===== config.mk =====
export PLATFORM = sky130hd
export DESIGN_NAME = skq_cell
export DESIGN_NICKNAME = d
export VERILOG_FILES = /design/src/sv/skq_pkg.sv /design/src/sv/skq_cell.sv
export SDC_FILE = /design/constraint.sdc
export NUM_CORES = 1
export LEC_CHECK = 0
export ABC_AREA = 1
export BUFFER_PORTS_ARGS = -buffer_cell sky130_fd_sc_hd__clkbuf_2
export CORE_AREA = 2 2 189 191
export CTS_CLUSTER_DIAMETER = 60
export DETAILED_ROUTE_END_ITERATION = 16
export DIE_AREA = 0 0 191 193
export SYNTH_ARGS = -nofsm -noshare
export SYNTH_HDL_FRONTEND = slang
export SYNTH_SLANG_ARGS = --single-unit

===== constraint.sdc =====
create_clock -name clock -period 10.7 [get_ports clock]
set_input_delay 1.07 -clock clock [delete_from_list [all_inputs] [get_ports clock]]
set_output_delay 1.07 -clock clock [all_outputs]
set_load 0.03 [all_outputs]

===== src/sv/skq_pkg.sv =====
// Shared types and codes for the sorted key table queue.
// No dependencies; imported by skq_cell and the top level.
`timescale 1ns / 1ps
`default_nettype none
package skq_pkg;

   typedef enum logic [1:0] {
      OP_INSERT = 2'd0,
      OP_POP    = 2'd1,
      OP_UPDATE = 2'd2,
      OP_NONE   = 2'd3
   } opcode_type;

   typedef enum logic [1:0] {
      ST_OK        = 2'd0,
      ST_FULL      = 2'd1,
      ST_EMPTY     = 2'd2,
      ST_NOT_FOUND = 2'd3
   } status_type;

   // contents of one table cell
   typedef struct packed {
      logic               valid;
      logic [63:0]        key;
      logic signed [31:0] budget;
      logic signed [31:0] spent;
   } cell_state_type;

   // command broadcast to every cell
   typedef struct packed {
      logic               insert;
      logic               pop;
      logic               update;
      logic [63:0]        key;
      logic signed [31:0] amount;
   } cmd_type;

   localparam logic signed [31:0] SPENT_MAX = 32'sh7fff_ffff;
   localparam logic signed [31:0] SPENT_MIN = 32'sh8000_0000;

endpackage
`default_nettype wire


===== src/sv/skq_cell.sv =====
// One cell of the sorted chain: holds an entry, shifts to its neighbors.
// Depends on skq_pkg.
`timescale 1ns / 1ps
`default_nettype none
module skq_cell (
   input  wire logic                    clock,
   input  wire logic                    reset,
   input  wire skq_pkg::cmd_type        cmd,
   input  wire skq_pkg::cell_state_type left_state,
   input  wire logic                    left_pos,
   input  wire skq_pkg::cell_state_type right_state,
   input  wire logic                    right_match,
   output skq_pkg::cell_state_type      state,
   output logic                         pos,
   output logic                         match
);
   import skq_pkg::*;

   cell_state_type     st_ff, st_in;
   logic signed [32:0] sum;
   logic signed [31:0] sat;

   assign state = st_ff;

   // insert point, key match and saturated spent total
   always_comb begin
      pos   = !st_ff.valid || (st_ff.key >= cmd.key);
      match = st_ff.valid && (st_ff.key == cmd.key);
      sum   = {st_ff.spent[31], st_ff.spent} + {cmd.amount[31], cmd.amount};
      if (sum > 33'(SPENT_MAX))      sat = SPENT_MAX;
      else if (sum < 33'(SPENT_MIN)) sat = SPENT_MIN;
      else                           sat = sum[31:0];
   end

   // next cell contents
   always_comb begin
      st_in = st_ff;
      if (cmd.insert) begin
         if (pos) begin
            if (left_pos) begin
               st_in = left_state;
            end else begin
               st_in.valid  = 1'b1;
               st_in.key    = cmd.key;
               st_in.budget = cmd.amount;
               st_in.spent  = '0;
            end
         end
      end else if (cmd.pop) begin
         st_in = right_state;
      end else if (cmd.update && match && !right_match) begin
         // oldest of the equal keys sits furthest from the tail
         st_in.spent = sat;
      end
   end

   always_ff @(posedge clock) begin
      if (reset) begin
         st_ff.valid <= 1'b0;
      end else begin
         st_ff <= st_in;
      end
   end

endmodule
`default_nettype wire


==> run_results.csv <==
group,metric,value,unit
floorplanning,die-area,36860,um^2
setup_path,startpoint,"cmd[91]",
timing,hold_viol_final,0,
global_route,grt_max_degree,96,
place,dp_hpwl,35640,um
cells_and_area,fin_cells,2461,
detailed_routing,detail_route.wl_per_cell,17.99,um
clocking,clock_sinks,129,
timing,clock_skew,10.23,ps
place,dp_cells,2428,
floorplanning,die-width,191,um
cells_and_area,final_net_count,2444,
logic_synthesis,yosys_warnings,0,
place,placed_area,13770,um^2
setup_path,crit_path_start_kind,"primary input",
logic_synthesis,ys_ff_latch,129,
clocking,cts_buffers,17,
logic_synthesis,synth_area_leaders,"edfxtp_1, nand2_1, ha_1",
timing,relSlewSlack,0.2896,
timing,finalSetupViolCount,0,
clocking,clk_latency,430,ps
setup_path,critPathSlowestCell,"buf_4",
cells_and_area,area_delta_synth_final,30.83,%
timing,tightest_slew,1066,ps
logic_synthesis,yosysTopAreaCell,"edfxtp_1",
timing,drv_slew,0,
clocking,cts.repair.resized,0,
setup_path,critPathCapture,"state[48]$_DFFE_PP_",
logic_synthesis,synthesis.area,10980,um^2
floorplanning,num_io_pins,492,
setup_path,reg2reg_depth,12,
logic_synthesis,netlist_instances,1533,
clocking,htree_levels,4,
floorplanning,fp.dieH,193,um
logic_synthesis,avgSynthCellArea,7.164,um^2
power_and_ir_drop,p_leak,7.624,nW
setup_path,regToRegSetupSlack,6870,ps
timing,fin_crit_sh,0.3890,
logic_synthesis,yosysUniqueCellTypes,36,
setup_path,cpLargestDelayFamily,"simple AND/OR/NAND/NOR gates",
clocking,clk_pin_slew,60,ps
detailed_routing,drt_first_pass_iters,4,
detailed_routing,ant_nets,0,
cells_and_area,fill_cells,3746,
clocking,hold_buffers,0,
floorplanning,rows,69,
detailed_routing,vias,12030,
logic_synthesis,seq_area_frac_synth,0.3518,
setup_path,crit_type,"in -> reg",
timing,rsz0062_at_grt,"false",
setup_path,cp.required,10750,ps
setup_path,reg2reg_from,"state[123]$_DFFE_PP_",
setup_path,crit_chain,"clkbuf_2 -> inv_1 -> ha_1 -> nand4_1 -> nor2_1 -> nand2_1 -> nor2_1 -> nand2_1 -> nand3_1 -> nor2_1 -> nand3_1 -> nand2_1 -> nor2_4 -> buf_4",
power_and_ir_drop,peakVddDrop,0.1209,mV
global_route,grt_pass1_wl,64770,um
timing,tns,0,ps
setup_path,path_buf_inv,3,
clocking,tritoncts,"built",
logic_synthesis,synth_top_cells_by_count,"nand2_1, o21ai_0, inv_1",
clocking,ctsRootBufferMaster,"clkbuf_16",
detailed_routing,routed_wirelength,44280,um
logic_synthesis,synthFlopType,"edfxtp_1",
cells_and_area,fin_area,14370,um^2
timing,fmax,240.3,MHz
logic_synthesis,yosysTopAreaCellShare,0.3500,
place,routabilityCongestion,0.9527,
clocking,cts_setup_buffers,0,
setup_path,worstReg2RegEnd,"state[48]$_DFFE_PP_",
logic_synthesis,async_flop_share,0,
detailed_routing,drt-initial-drc-count,698,
floorplanning,core_area,34960,um^2
detailed_routing,drc_errors,0,
job,max_cap_viol_count,0,
logic_synthesis,synth.most_common_cell,"nand2_1",
cells_and_area,drive_gt1_frac,0.2861,
global_route,antenna_found_initial,4,
global_route,grt.overflow.total,0,
run_status,status,"finished, final reports clean",
hold_path,hp-class,"reg -> reg",
logic_synthesis,synth-edff-count,128,
setup_path,path_max_fanout,73,
logic_synthesis,syn_nets,1991,
detailed_routing,vias_per_cell,4.889,
cells_and_area,largest_register_ffs,129,
global_route,grt_pass1_vias,11560,
setup_path,crit_arrival,4210,ps
timing,period_minus_slack,4162,ps
floorplanning,start_util,0.3141,
clocking,cts_max_path_buffers,2,
global_route,grt_use_total,0.2337,
place,port_buffers,491,
power_and_ir_drop,p_per_area,130.3,nW/um^2
setup_path,cp-end-kind,"register",
setup_path,slowest_delay,850,ps
setup_path,cp_num_cells,14,
## area by class of cell
type,instances,area (um^2),area share
Multi-Input combinational cell,1141,6066,0.4222
Sequential cell,129,3864,0.2689
Timing Repair Buffer,498,2515,0.1750
Inverter,199,750.7,0.05225
Tap cell,461,576.8,0.04014
Clock buffer,18,429.2,0.02987
Clock inverter,14,165.2,0.01149
Antenna cell,1,2.502,0.0001742
## routing by layer
metal  vias up  GRT usage  part of all wire
li1       5989          -                 -
met1      5556     0.2972              0.44
met2       427     0.3990              0.48
met3        60    0.04145             0.061
met4         0    0.08199             0.027
met5         -          0                 0
## report_power, final
part           switching, mW  internal, mW
Clock                  0.237         0.365
Sequential            0.0241         0.616
Combinational          0.420         0.210
Total                  0.681          1.19
## worst min-delay path by stage
stage | from | end | depth (start not counted)
global route | state[128]$_SDFFE_PP0P_ | state[128]$_SDFFE_PP0P_ | 4
floorplan | state[128]$_SDFFE_PP0P_ | state[128]$_SDFFE_PP0P_ | 4
global placement | state[128]$_SDFFE_PP0P_ | state[128]$_SDFFE_PP0P_ | 4
finish | state[128]$_SDFFE_PP0P_ | state[128]$_SDFFE_PP0P_ | 4
CTS | state[128]$_SDFFE_PP0P_ | state[128]$_SDFFE_PP0P_ | 4
detailed placement | state[128]$_SDFFE_PP0P_ | state[128]$_SDFFE_PP0P_ | 4
## layout by cell type (no fill, tap or decap), types with 2 or more instances in the layout
cell type   Yosys  routed
o21ai_0       200     200
nor2_1        158     156
nand3_1       137     137
nand3b_1        3       3
nand3_2        20      20
and2_1          4       4
clkbuf_2        0     489
clkbuf_16       0      17
inv_1         197     196
clkinv_4        0       2
o21bai_1       11      11
a21o_1          4       4
xor2_1         15      15
o21a_1          2       2
ha_1           96      96
bufinv_16       0       3
edfxtp_1      128     128
nand2_2        12      12
nor2_2          3       4
nand2_1       391     391
nor3_1          7       7
nand4_1        14      14
buf_4           0       9
clkinv_2        0       4
a21oi_1        55      55
clkinvlp_4      0       4
## per-stage QoR
stage	setup slack [ps]	util	total power, mW	hold slack (ps)
floorplan	3908	-	1.051	782.4
global placement	6148	0.3939	1.274	592.0
detailed placement	6088	0.3939	1.279	609.9
CTS	6534	0.4109	1.890	628.6
global route	6204	0.4110	1.978	694.4
finish	6538	0.4110	1.873	634.4
## cell families after synthesis
kind of cell | after synthesis | synth area share
flops | 129 | 0.3518
simple gates | 752 | 0.2969
compound gates | 276 | 0.1306
buf+inv | 263 | 0.09683
xor+xnor | 16 | 0.01276
fa+ha+maj | 97 | 0.1112
## worst min-delay path, delay by kind of cell (launching register included)
kind / cells / cell delay, ps
buffers and inverters: 2 / 90
AOI/OAI and AO/OA: 1 / 90
and+or+nand+nor: 1 / 50
DFF: 1 / 380
No activity file was read; power rests on OpenSTA's default activity.
